--- config.mk ---
export PLATFORM = sky130hd
export DESIGN_NAME = gregorian_date_arithmetic_unit
export DESIGN_NICKNAME = d
export VERILOG_FILES = /design/src/design/gda_pkg.sv /design/src/design/gda_jdn.sv /design/src/design/gda_civil.sv /design/src/design/gregorian_date_arithmetic_unit.sv
export SDC_FILE = /design/constraint.sdc
export NUM_CORES = 2
export LEC_CHECK = 0
export BUFFER_PORTS_ARGS = -buffer_cell sky130_fd_sc_hd__buf_2
export CORE_MARGIN = 2
export CORE_UTILIZATION = 49
export DETAILED_ROUTE_END_ITERATION = 10
export SYNTH_ARGS = -nofsm -noshare
export SYNTH_HDL_FRONTEND = slang
export SYNTH_SLANG_ARGS = --single-unit
--- constraint.sdc ---
create_clock -name aclk -period 45.9 [get_ports aclk]
set_input_delay 9.18 -clock aclk [delete_from_list [all_inputs] [get_ports aclk]]
set_output_delay 9.18 -clock aclk [all_outputs]
set_load 0.05 [all_outputs]
--- src/design/gda_pkg.sv ---
`timescale 1ns / 1ps

package gda_pkg;

    // Operation codes
    localparam logic [2:0] OP_ADD_YEARS    = 3'd0;
    localparam logic [2:0] OP_ADD_MONTHS   = 3'd1;
    localparam logic [2:0] OP_ADD_DAYS     = 3'd2;
    localparam logic [2:0] OP_DAYS_BETWEEN = 3'd3;
    localparam logic [2:0] OP_COMPARE      = 3'd4;

    // Order codes
    localparam logic [1:0] ORD_LESS    = 2'd0;
    localparam logic [1:0] ORD_EQUAL   = 2'd1;
    localparam logic [1:0] ORD_GREATER = 2'd2;

    // Calendar constants
    localparam int YEAR_MIN   = 1;
    localparam int YEAR_MAX   = 9999;
    localparam int EPOCH_YEAR = 4800;
    localparam int JDN_BIAS   = 32045;
    localparam int CIV_BIAS   = 32044;
    localparam int JDN_FIRST  = 1721426;
    localparam int JDN_LAST   = 5373484;
    localparam int DIFF_MAX   = 4194303;
    localparam int DIFF_MIN   = -4194304;
    localparam longint unsigned DAYS_400Y = 64'd146097;
    localparam longint unsigned DAYS_4Y   = 64'd1461;

    // Reciprocal constants: K = ceil(2^S / D), exact while x * D < 2^S
    localparam int DIV100_S = 22;
    localparam longint unsigned DIV100_K = ((64'd1 << DIV100_S) + 64'd99) / 64'd100;
    localparam int LEAP_S = 21;
    localparam longint unsigned LEAP_K = ((64'd1 << LEAP_S) + 64'd99) / 64'd100;
    localparam int DIV12_S = 27;
    localparam longint unsigned DIV12_K = ((64'd1 << DIV12_S) + 64'd11) / 64'd12;
    localparam int DIVB_S = 43;
    localparam longint unsigned DIVB_K =
        ((64'd1 << DIVB_S) + DAYS_400Y - 64'd1) / DAYS_400Y;
    localparam int DIVE4_S = 29;
    localparam longint unsigned DIVE4_K =
        ((64'd1 << DIVE4_S) + DAYS_4Y - 64'd1) / DAYS_4Y;
    localparam int DIVMM_S = 19;
    localparam longint unsigned DIVMM_K = ((64'd1 << DIVMM_S) + 64'd152) / 64'd153;

    typedef struct packed {
        logic [13:0] year;
        logic [3:0]  month;
        logic [4:0]  day;
    } date_t;

    // Days before month, March-based month index: (153 * mm + 2) / 5
    function automatic logic [8:0] month_offset(input logic [3:0] mm);
        logic [8:0] r;
        case (mm)
            4'd0:    r = 9'd0;
            4'd1:    r = 9'd31;
            4'd2:    r = 9'd61;
            4'd3:    r = 9'd92;
            4'd4:    r = 9'd122;
            4'd5:    r = 9'd153;
            4'd6:    r = 9'd184;
            4'd7:    r = 9'd214;
            4'd8:    r = 9'd245;
            4'd9:    r = 9'd275;
            4'd10:   r = 9'd306;
            4'd11:   r = 9'd337;
            4'd12:   r = 9'd367;
            default: r = 9'd0;
        endcase
        return r;
    endfunction

    // Month length, non-leap February
    function automatic logic [4:0] month_days(input logic [3:0] m);
        logic [4:0] r;
        case (m)
            4'd1, 4'd3, 4'd5, 4'd7, 4'd8, 4'd10, 4'd12: r = 5'd31;
            4'd4, 4'd6, 4'd9, 4'd11:                    r = 5'd30;
            4'd2:                                       r = 5'd28;
            default:                                    r = 5'd0;
        endcase
        return r;
    endfunction

    // Gregorian leap test; low product bits below K mark a multiple of 100
    function automatic logic is_leap(input logic [13:0] y);
        logic [28:0] p;
        logic        cent;
        p    = 29'(y) * 29'(LEAP_K);
        cent = p[20:0] < 21'(LEAP_K);
        return (y[1:0] == 2'b00) && (!cent || (p[22:21] == 2'b00));
    endfunction

endpackage

--- src/design/gda_jdn.sv ---
`timescale 1ns / 1ps

// Date to Julian Day Number, two register stages
module gda_jdn (
    input  logic                aclk,
    input  logic                en,
    input  gda_pkg::date_t      date_i,
    output logic [22:0]         jdn_o
);

    logic        early;
    logic [14:0] yy;
    logic [3:0]  mm;
    logic [29:0] p100;

    logic [14:0] yy_reg;
    logic [7:0]  q100_reg;
    logic [9:0]  dt_reg;
    logic [23:0] sum_next;
    logic [22:0] jdn_reg;

    // Stage 1: shifted year, century count, day plus month offset
    always_comb begin
        early = date_i.month < 4'd3;
        yy    = 15'(date_i.year) + 15'(gda_pkg::EPOCH_YEAR) - 15'(early);
        mm    = early ? date_i.month + 4'd9 : date_i.month - 4'd3;
        p100  = 30'(yy) * 30'(gda_pkg::DIV100_K);
    end

    always_ff @(posedge aclk) begin
        if (en) begin
            yy_reg   <= yy;
            q100_reg <= p100[29:22];
            dt_reg   <= 10'(date_i.day) + 10'(gda_pkg::month_offset(mm));
        end
    end

    // Stage 2: day count sum
    always_comb begin
        sum_next = 24'(dt_reg) + 24'(yy_reg) * 24'd365 + 24'(yy_reg >> 2)
                 - 24'(q100_reg) + 24'(q100_reg >> 2) - 24'(gda_pkg::JDN_BIAS);
    end

    always_ff @(posedge aclk) begin
        if (en) begin
            jdn_reg <= sum_next[22:0];
        end
    end

    assign jdn_o = jdn_reg;

endmodule

--- src/design/gda_civil.sv ---
`timescale 1ns / 1ps

// Julian Day Number to date, six register stages, constant multiplies in each stage
module gda_civil (
    input  logic                aclk,
    input  logic                en,
    input  logic [22:0]         jdn_i,
    output gda_pkg::date_t      date_o
);

    logic [22:0] a_in;
    logic [50:0] pb;
    logic [24:0] pc;
    logic [36:0] pe;
    logic [17:0] pd;
    logic [10:0] xm;
    logic [22:0] pm;

    logic [22:0] a1_reg;
    logic [7:0]  b1_reg, b2_reg, b3_reg, b4_reg, b5_reg;
    logic [15:0] c2_reg, c3_reg;
    logic [6:0]  e43_reg, e44_reg, e45_reg;
    logic [8:0]  e4_reg, e5_reg;
    logic [3:0]  mm5_reg;
    logic        wrap;
    logic [8:0]  day_w;
    logic [14:0] year_w;
    gda_pkg::date_t date_reg;

    // Stage 1: century index
    always_comb begin
        a_in = jdn_i + 23'(gda_pkg::CIV_BIAS);
        pb   = 51'({a_in, 2'b11}) * 51'(gda_pkg::DIVB_K);
    end

    // Stage 2: day within the century
    always_comb begin
        pc = 25'(b1_reg) * 25'(gda_pkg::DAYS_400Y);
    end

    // Stage 3: year within the century
    always_comb begin
        pe = 37'({c2_reg, 2'b11}) * 37'(gda_pkg::DIVE4_K);
    end

    // Stage 4: day within the year (March based)
    always_comb begin
        pd = 18'(e43_reg) * 18'(gda_pkg::DAYS_4Y);
    end

    // Stage 5: month index
    always_comb begin
        xm = 11'(e4_reg) * 11'd5 + 11'd2;
        pm = 23'(xm) * 23'(gda_pkg::DIVMM_K);
    end

    // Stage 6: assemble the date
    always_comb begin
        wrap   = mm5_reg >= 4'd10;
        day_w  = e5_reg - gda_pkg::month_offset(mm5_reg) + 9'd1;
        year_w = 15'(b5_reg) * 15'd100 + 15'(e45_reg) + 15'(wrap)
               - 15'(gda_pkg::EPOCH_YEAR);
    end

    always_ff @(posedge aclk) begin
        if (en) begin
            a1_reg   <= a_in;
            b1_reg   <= pb[50:43];
            b2_reg   <= b1_reg;
            c2_reg   <= 16'(a1_reg - 23'(pc >> 2));
            b3_reg   <= b2_reg;
            c3_reg   <= c2_reg;
            e43_reg  <= pe[35:29];
            b4_reg   <= b3_reg;
            e44_reg  <= e43_reg;
            e4_reg   <= 9'(c3_reg - 16'(pd >> 2));
            b5_reg   <= b4_reg;
            e45_reg  <= e44_reg;
            e5_reg   <= e4_reg;
            mm5_reg  <= pm[22:19];
            date_reg.year  <= year_w[13:0];
            date_reg.month <= wrap ? mm5_reg - 4'd9 : mm5_reg + 4'd3;
            date_reg.day   <= day_w[4:0];
        end
    end

    assign date_o = date_reg;

endmodule

--- src/design/gregorian_date_arithmetic_unit.sv ---
`timescale 1ns / 1ps

// Channel  Ports                          Fields
// input    s_tvalid s_tready s_tdata      tdata: year month day amount
//          s_tuser                        other_year other_month other_day
//                                         tuser: opcode
// result   m_tvalid m_tready m_tdata      tdata: result_year result_month
//                                         result_day day_difference order
//                                         range_error
//
// One item per cycle while the output register is empty or taken; each item passes
// through the nine pipeline stages (two for the date to day-number conversion,
// one for day arithmetic, six for the day-number to date conversion) and then
// the output register. Reset clears the stage valid bits and the output valid.
// The whole pipeline advances when the output register is empty or taken;
// s_tready is low only while a result is held.
module gregorian_date_arithmetic_unit (
    input  logic        aclk,
    input  logic        aresetn,
    input  logic        s_tvalid,
    output logic        s_tready,
    // [13:0] year, [17:14] month, [22:18] day, [45:23] amount,
    // [59:46] other_year, [63:60] other_month, [68:64] other_day
    input  logic [71:0] s_tdata,
    // [2:0] opcode
    input  logic [2:0]  s_tuser,
    output logic        m_tvalid,
    input  logic        m_tready,
    // [13:0] result_year, [17:14] result_month, [22:18] result_day,
    // [45:23] day_difference, [47:46] order, [48] range_error
    output logic [55:0] m_tdata
);

    typedef struct packed {
        gda_pkg::date_t     date;
        logic signed [22:0] diff;
        logic [1:0]         ord;
        logic               err;
    } res_t;

    typedef struct packed {
        logic civ;
        res_t res;
    } stage_t;

    localparam res_t RES_NONE = '0;
    localparam res_t RES_ERR  = '{date: '0, diff: '0, ord: '0, err: 1'b1};

    logic en;
    logic [9:1] vld_reg;
    logic       out_vld_reg;
    res_t       out_reg;

    // Input unpacking
    gda_pkg::date_t     date1, date2;
    logic signed [22:0] amt;
    logic [2:0]         op;

    assign op          = s_tuser;
    assign date1.year  = s_tdata[13:0];
    assign date1.month = s_tdata[17:14];
    assign date1.day   = s_tdata[22:18];
    assign amt         = s_tdata[45:23];
    assign date2.year  = s_tdata[59:46];
    assign date2.month = s_tdata[63:60];
    assign date2.day   = s_tdata[68:64];

    assign en       = !out_vld_reg || m_tready;
    assign s_tready = en;

    // Valid bits travel with the stages
    always_ff @(posedge aclk) begin
        if (!aresetn) begin
            vld_reg     <= '0;
            out_vld_reg <= 1'b0;
        end else if (en) begin
            vld_reg     <= {vld_reg[8:1], s_tvalid};
            out_vld_reg <= vld_reg[9];
        end
    end

    // Day numbers of both dates, ready at stage 2
    logic [22:0] jdn1, jdn2;

    gda_jdn u_jdn1 (.aclk(aclk), .en(en), .date_i(date1), .jdn_o(jdn1));
    gda_jdn u_jdn2 (.aclk(aclk), .en(en), .date_i(date2), .jdn_o(jdn2));

    // Stage 1: year sum, month count, order
    logic [2:0]         op1_reg;
    logic signed [22:0] amt1_reg;
    logic [3:0]         m1_reg;
    logic [4:0]         d1_reg;
    logic signed [23:0] ry0_reg;
    logic signed [24:0] tot_reg;
    logic [1:0]         ord1_reg;
    logic [22:0]        key1, key2;
    logic [1:0]         ord_next;

    always_comb begin
        key1 = {date1.year, date1.month, date1.day};
        key2 = {date2.year, date2.month, date2.day};
        if (key1 < key2) begin
            ord_next = gda_pkg::ORD_LESS;
        end else if (key1 == key2) begin
            ord_next = gda_pkg::ORD_EQUAL;
        end else begin
            ord_next = gda_pkg::ORD_GREATER;
        end
    end

    always_ff @(posedge aclk) begin
        if (en) begin
            op1_reg  <= op;
            amt1_reg <= amt;
            m1_reg   <= date1.month;
            d1_reg   <= date1.day;
            ry0_reg  <= 24'(date1.year) + 24'(amt);
            tot_reg  <= 25'(date1.year) * 25'd12 + 25'(date1.month) - 25'd1 + 25'(amt);
            ord1_reg <= ord_next;
        end
    end

    // Stage 2: year add finished, month count split by 12
    logic               ok0, lp0;
    logic [4:0]         rd0;
    res_t               res0;
    logic [46:0]        p12;
    logic [2:0]         op2_reg;
    logic signed [22:0] amt2_reg;
    res_t               res0_reg;
    logic               neg2_reg;
    logic [22:0]        tu2_reg;
    logic [18:0]        q12_reg;
    logic [4:0]         d2_reg;
    logic [1:0]         ord2_reg;

    always_comb begin
        ok0 = (ry0_reg >= 24'sd1) && (ry0_reg <= 24'sd9999);
        lp0 = gda_pkg::is_leap(ry0_reg[13:0]);
        rd0 = (m1_reg == 4'd2 && d1_reg == 5'd29 && !lp0) ? 5'd28 : d1_reg;
        res0 = RES_NONE;
        if (ok0) begin
            res0.date.year  = ry0_reg[13:0];
            res0.date.month = m1_reg;
            res0.date.day   = rd0;
        end else begin
            res0 = RES_ERR;
        end
        p12 = 47'(tot_reg[22:0]) * 47'(gda_pkg::DIV12_K);
    end

    always_ff @(posedge aclk) begin
        if (en) begin
            op2_reg  <= op1_reg;
            amt2_reg <= amt1_reg;
            res0_reg <= res0;
            neg2_reg <= tot_reg[24];
            tu2_reg  <= tot_reg[22:0];
            q12_reg  <= p12[45:27];
            d2_reg   <= d1_reg;
            ord2_reg <= ord1_reg;
        end
    end

    // Stage 3: month add finished, day add, day difference, result select
    logic [22:0]        rem12;
    logic [3:0]         rm1;
    logic               ok1, lp1;
    logic [4:0]         maxd, rd1;
    logic signed [24:0] j_s;
    logic               jerr;
    logic signed [23:0] diff_s;
    logic signed [22:0] diff_sat;
    stage_t             st3;
    logic [22:0]        j3_reg;
    stage_t             stg_reg [3:9];

    always_comb begin
        rem12 = tu2_reg - 23'(q12_reg) * 23'd12;
        rm1   = rem12[3:0] + 4'd1;
        ok1   = !neg2_reg && (q12_reg >= 19'd1) && (q12_reg <= 19'd9999);
        lp1   = gda_pkg::is_leap(q12_reg[13:0]);
        maxd  = (rm1 == 4'd2 && lp1) ? 5'd29 : gda_pkg::month_days(rm1);
        rd1   = (d2_reg > maxd) ? maxd : d2_reg;

        j_s  = $signed({2'b00, jdn1}) + 25'(amt2_reg);
        jerr = (j_s < 25'sd1721426) || (j_s > 25'sd5373484);

        diff_s = $signed({1'b0, jdn2}) - $signed({1'b0, jdn1});
        if (diff_s > 24'sd4194303) begin
            diff_sat = 23'sh3FFFFF;
        end else if (diff_s < -24'sd4194304) begin
            diff_sat = 23'sh400000;
        end else begin
            diff_sat = 23'(diff_s);
        end

        st3.civ = 1'b0;
        st3.res = RES_NONE;
        case (op2_reg)
            gda_pkg::OP_ADD_YEARS: begin
                st3.res = res0_reg;
            end
            gda_pkg::OP_ADD_MONTHS: begin
                if (ok1) begin
                    st3.res.date.year  = q12_reg[13:0];
                    st3.res.date.month = rm1;
                    st3.res.date.day   = rd1;
                end else begin
                    st3.res = RES_ERR;
                end
            end
            gda_pkg::OP_ADD_DAYS: begin
                if (jerr) begin
                    st3.res = RES_ERR;
                end else begin
                    st3.civ = 1'b1;
                end
            end
            gda_pkg::OP_DAYS_BETWEEN: begin
                st3.res.diff = diff_sat;
            end
            gda_pkg::OP_COMPARE: begin
                st3.res.ord = ord2_reg;
            end
            default: begin
                st3.res = RES_NONE;
            end
        endcase
    end

    // Stages 3 to 9: select and early results wait for the date conversion
    always_ff @(posedge aclk) begin
        if (en) begin
            j3_reg     <= j_s[22:0];
            stg_reg[3] <= st3;
            for (int k = 4; k <= 9; k++) begin
                stg_reg[k] <= stg_reg[k-1];
            end
        end
    end

    gda_pkg::date_t civ_date;

    gda_civil u_civil (.aclk(aclk), .en(en), .jdn_i(j3_reg), .date_o(civ_date));

    // Output register
    res_t out_next;

    always_comb begin
        out_next = stg_reg[9].res;
        if (stg_reg[9].civ) begin
            out_next      = RES_NONE;
            out_next.date = civ_date;
        end
    end

    always_ff @(posedge aclk) begin
        if (en) begin
            out_reg <= out_next;
        end
    end

    assign m_tvalid = out_vld_reg;
    assign m_tdata  = {7'd0, out_reg.err, out_reg.ord, out_reg.diff,
                       out_reg.date.day, out_reg.date.month, out_reg.date.year};

    // A converted day number always lands on a real date in range
    a_civ_date_ok: assert property (@(posedge aclk) disable iff (!aresetn)
        vld_reg[9] && stg_reg[9].civ |->
            civ_date.month >= 4'd1 && civ_date.month <= 4'd12 &&
            civ_date.day >= 5'd1 && civ_date.day <= 5'd31 &&
            civ_date.year >= 14'd1 && civ_date.year <= 14'd9999)
        else $error("day-number conversion gave an invalid date");

    // Range error clears the date fields
    a_err_zero: assert property (@(posedge aclk) disable iff (!aresetn)
        m_tvalid && m_tdata[48] |-> m_tdata[22:0] == 23'd0)
        else $error("range error with nonzero date");

    // A nonzero order comes only from a compare and carries nothing else
    a_ord_alone: assert property (@(posedge aclk) disable iff (!aresetn)
        m_tvalid && m_tdata[47:46] != gda_pkg::ORD_LESS |->
            m_tdata[45:0] == 46'd0 && !m_tdata[48])
        else $error("order set together with other result fields");

    // Output valid only rises from the last pipeline stage
    a_out_from_pipe: assert property (@(posedge aclk) disable iff (!aresetn)
        $rose(out_vld_reg) |-> $past(vld_reg[9]))
        else $error("output valid without a finished item");

endmodule
==> impl_metrics.py <==
metrics = {
    "sta": {
        "hold_violations": 0,
        "finalSetupTns_ps": 0,
        "rsz0062_at_grt": "false",
        "tightest_slew_ps": 1140,
        "finalSetupViolCount": 0,
        "min_period_over_period_pct": 41.8,
        "final-max-slew-violation-count": 0,
        "fin_skew_ps": 74.7,
        "fmax_ghz": 0.0521,
        "slew_headroom_pct": 23.2,
        "fin_crit_ps": 19190,
    },
    "place": {
        "gp_congestion": 0.891,
        "dpl_cell_area_sq_mm": 0.0896,
        "port_buffers": 126,
        "hpwl_um": 148000,
    },
    "clock_network": {
        "clk_pin_slew_worst_paths_ps": 60,
        "cts_buffers": 94,
        "post_cts_buffers": 0,
        "cts_root_buffer": "clkbuf_16",
        "cts_resized": 0,
        "clk_latency_ps": 730,
        "tritoncts": "done",
        "htree_num_levels": 3,
        "cts_buffer_depth": 3,
        "cts.sinks": 858,
        "cts_hold_buf": 0,
    },
    "detailed_routing": {
        "ant_nets": 0,
        "drt_first_pass_iters": 7,
        "wl_per_cell_um": 17.4,
        "viasPerCell": 5.11,
        "drt_iter0_markers": 2407,
        "num_vias": 51400,
        "routed_wirelength_um": 176000,
        "drc": 0,
    },
    "global_routing": {
        "grt_max_degree": 197,
        "grt_pass1_wl_um": 289000,
        "grt_usage_pct": 20.3,
        "grt_overflow": 0,
        "antenna_found_initial": 13,
        "grt_pass1_vias": 54600,
    },
    "synth": {
        "yosys-top-cells-area": "edfxtp_1 (29%), fa_1 (23%), ha_1 (22%)",
        "synth_top_flop_cell": "edfxtp_1",
        "synth.most_common_cell": "inv_1",
        "yosys.area.top_type": "edfxtp_1",
        "postSynthCellCount": 7452,
        "async_reset_ff_share_pct": 0,
        "avgSynthCellArea_sq_um": 11.5,
        "ys_warn_count": 0,
        "synthDistinctLibCells": 87,
        "syn-cell-area_sq_mm": 0.0860,
        "yosysSeqAreaShare_pct": 29.8,
        "synth_edf_count": 843,
        "ys_ff_latch": 858,
        "synth.top_cell.area_share_pct": 29.4,
        "synth_common_cells": "inv_1 (1762), ha_1 (1546), fa_1 (995)",
    },
    "layout": {
        "fin_nets": 10300,
        "largest_reg_flops": 350,
        "drive_gt1_share_pct": 4.80,
        "multiInputGateArea_sq_mm": 0.0536,
        "n_fill_cell": 15100,
        "seqCellArea_sq_mm": 0.0256,
        "syn_to_final_growth_pct": 8.09,
        "final_cell_area_sq_mm": 0.0929,
    },
    "run_status": {
        "outcome": "completed",
    },
    "setup_path": {
        "r2r_slack_ps": 35790,
        "critPathArrivalTime_ps": 10010,
        "end_kind": "output port",
        "startpoint_type": "input pin",
        "worst_ep_required_time_ps": 36720,
        "crit_type": "in -> out",
        "critPathMaxFanout": 26,
    },
    "floorplanning": {
        "coreArea_sq_mm": 0.174,
        "io_pins": 137,
        "start_util_pct": 49.4,
        "die_x_um": 423,
        "die_area_sq_mm": 0.179,
        "die_h_um": 423,
        "rows": 153,
    },
    "run": {
        "maxCapViolations": 0,
    },
    "worst_hold_path": {
        "hold_class": "reg -> reg",
    },
}
## final cells by class
class	instances	area share, %
multi-input combinational	4786	57.6
inverter	1763	7.13
tap	2325	3.13
sequential	858	27.6
timing repair buffer	152	0.929
clock inverter	71	1.04
clock buffer	101	2.58
antenna	5	0.0135
## path summary, 6_finish.rpt
path,from,to,depth (start not counted)
max,m_tready,s_tready,5
min,stg_reg[0][152],stg_reg[0][202],0
max reg2reg,j3_reg[2],u_civil.b1_reg[7],32
min reg2reg,stg_reg[0][152],stg_reg[0][202],0
## worst max-delay path, stage by stage
cell     delay, ps
buf_2           70
nor2b_1         30
buf_4          190
inv_8          190
buf_2          310
## per-stage QoR
step | hold WS [ps] | utilization (%) | worst slack [ps] | instances
6_report | 377 | 53.4 | 26710 | 10100
3_3_place_gp | 400 | 51.4 | 26710 | 9884
2_1_floorplan | 400 | - | 4120 | 7460
3_5_place_dp | 405 | 51.4 | 26720 | 9884
4_1_cts | 377 | 53.3 | 26720 | 10100
5_1_grt | 378 | 53.4 | 26660 | 10100
## cells in the final DEF (no fill, tap or decap), types with 25 or more instances in the layout
master,n
o211ai_1,25
a21oi_1,249
and2_1,30
xor2_1,102
a21boi_0,25
o21ai_0,196
nor2b_1,84
clkbuf_16,95
mux2_2,25
nor2_1,248
o21a_1,54
nor3_1,85
nand2b_1,47
edfxtp_1,843
a31oi_1,26
a21o_1,95
buf_2,126
nand4_1,35
nand2_1,171
xnor2_1,266
nand3_1,69
a211oi_1,34
inv_1,1762
o21bai_1,38
fa_1,995
ha_1,1546
## cell families after synthesis
group | share of synthesized area (%)
buf+inv | 7.97
compound gates | 7.11
other cells | 0.00436
xor+xnor | 3.75
fa+ha+maj | 45.7
simple gates | 5.23
flops | 29.8
mux | 0.490
## metal layers
layer  vias up  GRT usage, %  wire length, um
met1     25200          27.7            80200
li1      25200             -                -
met2       719          34.5            85000
met3       214          2.11             5640
met4         0          5.89             4760
met5         -             0                0
Power is left out: the tool's default activity adds up to more than one toggle a clock period on the data nets, which glitch-free logic cannot reach.
